## src/rtl/l2d_pkg.sv

```systemverilog
// ----------------------------------------------------------------------------
// l2d_pkg: shared types and constants of the Lanczos-2 decimator
// Holds the filter taps, the sequencer state type and the register indexes.
// ----------------------------------------------------------------------------
package l2d_pkg;

    localparam int unsigned TAPS = 8;

    typedef enum logic [1:0] {
        REG_DIRECTION = 2'd0,
        REG_WIDTH     = 2'd1,
        REG_HEIGHT    = 2'd2
    } t_reg_index;

    typedef enum logic [2:0] {
        ST_IDLE,
        ST_READ,
        ST_DRAIN,
        ST_OUT
    } t_state;

    // Tap k of the filter, Q1.15.
    function automatic logic signed [15:0] tap_coef(input logic [2:0] k);
        logic signed [15:0] c;
        case (k)
            3'd0, 3'd7: c = -16'sd295;
            3'd1, 3'd6: c = -16'sd1376;
            3'd2, 3'd5: c = 16'sd3834;
            default:    c = 16'sd14221;
        endcase
        return c;
    endfunction

endpackage

```

## src/rtl/l2d_mac.sv

```systemverilog
// ----------------------------------------------------------------------------
// l2d_mac: multiply-accumulate unit with rounding and saturation
// Takes one tap per cycle, keeps a running sum and rounds it at the end.
// ----------------------------------------------------------------------------
module l2d_mac #(
    parameter int unsigned PIXEL_BITS = 16
) (
    input  logic                         i_clk,
    input  logic                         i_clear,
    input  logic                         i_valid,
    input  logic signed [PIXEL_BITS-1:0] i_sample,
    input  logic [2:0]                   i_tap,
    output logic signed [PIXEL_BITS-1:0] o_result
);
    import l2d_pkg::*;

    localparam int unsigned PW = PIXEL_BITS + 16;
    localparam int unsigned AW = PW + 4;

    logic signed [PW-1:0] r_prod;
    logic                 r_pvalid;
    logic signed [AW-1:0] r_acc;
    logic signed [AW-1:0] rounded;
    logic signed [AW-16:0] shifted;
    logic signed [AW-16:0] hi_lim;
    logic signed [AW-16:0] lo_lim;

    always_ff @(posedge i_clk) begin
        r_prod   <= PW'(i_sample * tap_coef(i_tap));
        r_pvalid <= i_valid;
        if (i_clear) begin
            r_acc <= '0;
        end else if (r_pvalid) begin
            r_acc <= r_acc + AW'(r_prod);
        end
    end

    always_comb begin
        rounded = r_acc + AW'(16384);
        shifted = rounded[AW-1:15];
        hi_lim  = (AW-15)'({1'b0, {(PIXEL_BITS-1){1'b1}}});
        lo_lim  = -hi_lim - (AW-15)'(1);
        if (shifted > hi_lim) begin
            o_result = {1'b0, {(PIXEL_BITS-1){1'b1}}};
        end else if (shifted < lo_lim) begin
            o_result = {1'b1, {(PIXEL_BITS-1){1'b0}}};
        end else begin
            o_result = shifted[PIXEL_BITS-1:0];
        end
    end
endmodule

```

## config.mk

```make
export PLATFORM = sky130hd
export DESIGN_NAME = l2d_mac
export DESIGN_NICKNAME = d
export VERILOG_FILES = /design/src/rtl/l2d_pkg.sv /design/src/rtl/l2d_mac.sv
export SDC_FILE = /design/constraint.sdc
export NUM_CORES = 1
export LEC_CHECK = 0
export BUFFER_PORTS_ARGS = -buffer_cell sky130_fd_sc_hd__buf_2
export CAP_MARGIN = 20
export CORE_MARGIN = 4
export CORE_UTILIZATION = 50
export CTS_BUF_LIST = sky130_fd_sc_hd__clkbuf_4 sky130_fd_sc_hd__clkbuf_8 sky130_fd_sc_hd__clkbuf_16
export DETAILED_ROUTE_END_ITERATION = 10
export HOLD_SLACK_MARGIN = 0.02
export PLACE_DENSITY = 0.73
export RECOVER_POWER = 25
export REMOVE_ABC_BUFFERS = 1
export SYNTH_ARGS = -nofsm -noshare
export SYNTH_HDL_FRONTEND = slang
export SYNTH_SLANG_ARGS = --single-unit
```

## constraint.sdc

```tcl
create_clock -name i_clk -period 22 [get_ports i_clk]
set_input_delay 6.6 -clock i_clk [delete_from_list [all_inputs] [get_ports i_clk]]
set_output_delay 6.6 -clock i_clk [all_outputs]
set_load 0.02 [all_outputs]
```

==> results_dict.tcl <==
set metrics [dict create \
    worst-r2r-cell-count 12 \
    pin_count_of_the_biggest_net_entering_global_routing 52 \
    worst-path-max-fanout 14 \
    cts-root-to-sink-buffers 2 \
    holdBufCountCts 0 \
    outcome "finished, violations left" \
    overflow 0 \
    report.final.slew_viol_count 45 \
    grt.total_usage_pct 20.3 \
    min-delay-start "r_acc[13]" \
    maxSlewHeadroom_pct -38.6 \
    finalHoldViolCount 0 \
    timing.critical_path.from_type "input port" \
    worstReg2RegStart "r_acc[0]" \
    ys_seq_area_share_pct 10.0 \
    synthArstFlopShare_pct 0 \
    drt_iter0_markers 645 \
    synth_enable_flop_cells 0 \
    worst_clock_skew_ps 12.8 \
    fillerInstances 2492 \
    initial_core_util_pct 50.9 \
    synth.avg_cell_area_sq_um 9.03 \
    final_cell_mix "323 x sky130_fd_sc_hd__inv_1, 253 x sky130_fd_sc_hd__fa_1, 129 x sky130_fd_sc_hd__ha_1" \
    grt_setup_unrepaired "no" \
    fin_setup_tns_ps 0 \
    postSynthRegisterBits 69 \
    synth_cells 1522 \
    drive_gt1_share_pct 5.23 \
    clock.fmax_mhz 71.7 \
    detail_route.first_pass.iterations 5 \
    portBuffers 37 \
    wire_length_of_the_first_global_routing_pass_microns 51200 \
    detailroute.via_count 9903 \
    finalSetupViolCount 0 \
    r2r_slack_ps 18850 \
    total_area_of_multi_input_combinational_cells_sq_mm 0.0110 \
    detailedPlacementHpwl_microns 25500 \
    routabilityCongestion 0.974 \
    cts_resized 0 \
    fin_nets 1932 \
    syn_to_final_growth_pct 5.66 \
    core_area_sq_mm 0.0270 \
    path_clk_slew_ps 50 \
    mappedNetlistArea_sq_mm 0.0137 \
    route.detailed.vias_per_inst 5.29 \
    first_global_vias 10556 \
    timing.critical_path.from "i_tap[0]" \
    totalWireLength_microns 29700 \
    timing.critical_path.to_type "flip-flop" \
    setup.worst_path.class "in -> reg" \
    register_area_sq_mm 0.00138 \
    insertion_delay_ps 340 \
    ant_nets 0 \
    numCtsBuffers 9 \
    htreeDepth 3 \
    detail_route.wl_per_cell_microns 15.9 \
    yosysWarningCount 0 \
    min_path_type "reg -> reg" \
    cts.repair_timing.setup_buffer_count 0 \
    io_pins 38 \
    clock_root_buffer "sky130_fd_sc_hd__clkbuf_16" \
    total_die_area_sq_mm 0.0302 \
    post-route-drc-count 0 \
    min_path_cells 2 \
    cts.sinks 69 \
    cts_tree "done" \
    layout.cells.most_common "sky130_fd_sc_hd__inv_1" \
    timing.final.crit_share_pct 63.4 \
    synth_cell_types 74 \
    timing.critical_path.arrival_ps 14210 \
    antenna_found_initial 0 \
    die_height_microns 174 \
    violations "capacitance limit, slew limit" \
    die-width_microns 174 \
    timing.max_cap.violations 1 \
    required_ps 22260 \
    timing_worst_slew_pin_value_ps 2080 \
    placement_rows 60 \
    postSynth.topFlopCell "sky130_fd_sc_hd__dfxtp_1" \
    n_antenna_cell 0 \
    period_minus_slack_ps 13950 \
]
-- metal layers --
layer | global-route usage, % | share of wire [%] | vias to the layer above
li1 | - | - | 4798
met1 | 27.8 | 46 | 4824
met2 | 34.2 | 47 | 225
met3 | 2.70 | 4.5 | 56
met4 | 5.48 | 2.3 | 0
met5 | 0 | 0 | -
-- stage by stage --
step           hold WS [ps]  utilization [%]  setup slack [ps]  std cells  area [sq um]
4_1_cts                 504             53.8              8170       1872         14500
2_1_floorplan           444                -              8860       1478         13600
3_5_place_dp            484             52.5              7830       1858         14200
6_report                502             53.7              8050       1872         14500
3_3_place_gp            460             52.5              7970       1858         14200
5_1_grt                 511             53.7              7610       1872         14500
-- cell usage after synthesis, types with 3 or more instances --
library cell,number,area share (%)
sky130_fd_sc_hd__a211o_1,3,0.19
sky130_fd_sc_hd__a211oi_1,6,0.33
sky130_fd_sc_hd__a21boi_0,3,0.16
sky130_fd_sc_hd__a21o_1,28,1.5
sky130_fd_sc_hd__a21oi_1,67,2.4
sky130_fd_sc_hd__a31o_2,4,0.25
sky130_fd_sc_hd__and2_1,60,2.7
sky130_fd_sc_hd__and3_1,10,0.46
sky130_fd_sc_hd__and4_1,3,0.19
sky130_fd_sc_hd__buf_1,3,0.082
sky130_fd_sc_hd__clkbuf_1,34,0.93
sky130_fd_sc_hd__clkbuf_2,4,0.15
sky130_fd_sc_hd__dfxtp_1,69,10
sky130_fd_sc_hd__fa_1,253,37
sky130_fd_sc_hd__ha_1,129,12
sky130_fd_sc_hd__inv_1,323,8.8
sky130_fd_sc_hd__mux2_2,3,0.25
sky130_fd_sc_hd__mux2i_1,24,1.7
sky130_fd_sc_hd__nand2_1,116,3.2
sky130_fd_sc_hd__nand2b_1,20,0.91
sky130_fd_sc_hd__nand3_1,22,0.80
sky130_fd_sc_hd__nand4_1,7,0.32
sky130_fd_sc_hd__nor2_1,81,2.2
sky130_fd_sc_hd__nor2b_1,7,0.32
sky130_fd_sc_hd__nor3_1,13,0.47
sky130_fd_sc_hd__nor3b_1,3,0.16
sky130_fd_sc_hd__o2111ai_1,3,0.19
sky130_fd_sc_hd__o21a_1,12,0.66
sky130_fd_sc_hd__o21ai_0,57,2.1
sky130_fd_sc_hd__o21ai_1,4,0.15
sky130_fd_sc_hd__o21bai_1,9,0.49
sky130_fd_sc_hd__o22ai_1,3,0.14
sky130_fd_sc_hd__or2_2,3,0.14
sky130_fd_sc_hd__or3_1,5,0.23
sky130_fd_sc_hd__xnor2_1,55,3.5
sky130_fd_sc_hd__xor2_1,28,1.8
-- layout make-up --
cell class | count | area share, %
Multi-Input combinational cell | 1086 | 75.5
Sequential cell | 69 | 9.52
Inverter | 323 | 8.35
Tap cell | 341 | 2.94
Clock buffer | 10 | 1.65
Timing Repair Buffer | 39 | 1.35
Clock inverter | 4 | 0.672
-- logic make-up after synthesis --
family / after synthesis / share of synthesized area (%)
adder cells (fa/ha/maj): 382 / 48.6
buffers and inverters: 367 / 10.1
AND/OR/NAND/NOR: 362 / 12.9
AO/OA/AOI/OAI: 232 / 11.1
XOR/XNOR: 83 / 5.29
flip-flops: 69 / 10.0
multiplexers: 27 / 1.99
-- flip-flops by register name, summed over array words and instances, names as in the netlist --
| signal | flops |
|---|---|
| r_acc | 36 |
| r_pvalid | 1 |
| r_prod | 32 |
-- final timing paths --
check                    end
setup reg to reg   r_acc[34]
hold / removal     r_acc[13]
setup / recovery  r_prod[25]
hold reg to reg    r_acc[13]
-- critical path, cell delays in order --
cell and delay, ps:
sky130_fd_sc_hd__buf_2 100, sky130_fd_sc_hd__inv_1 60, sky130_fd_sc_hd__ha_1 210, sky130_fd_sc_hd__mux2i_1 560
sky130_fd_sc_hd__nor2b_1 970, sky130_fd_sc_hd__nand2_1 250, sky130_fd_sc_hd__fa_1 570, sky130_fd_sc_hd__fa_1 600
sky130_fd_sc_hd__fa_1 450, sky130_fd_sc_hd__fa_1 540, sky130_fd_sc_hd__inv_1 50, sky130_fd_sc_hd__fa_1 520
sky130_fd_sc_hd__inv_1 50, sky130_fd_sc_hd__fa_1 530, sky130_fd_sc_hd__inv_1 40, sky130_fd_sc_hd__ha_1 330
sky130_fd_sc_hd__and4_1 260, sky130_fd_sc_hd__a221oi_1 250, sky130_fd_sc_hd__o21a_1 230, sky130_fd_sc_hd__o21ai_1 170
sky130_fd_sc_hd__a21boi_1 340, sky130_fd_sc_hd__nor3_1 100, sky130_fd_sc_hd__nor3_1 250, sky130_fd_sc_hd__xnor2_1 140
Power is left out: the tool's default activity adds up to more than one toggle a clock period on the data nets, which glitch-free logic cannot reach.
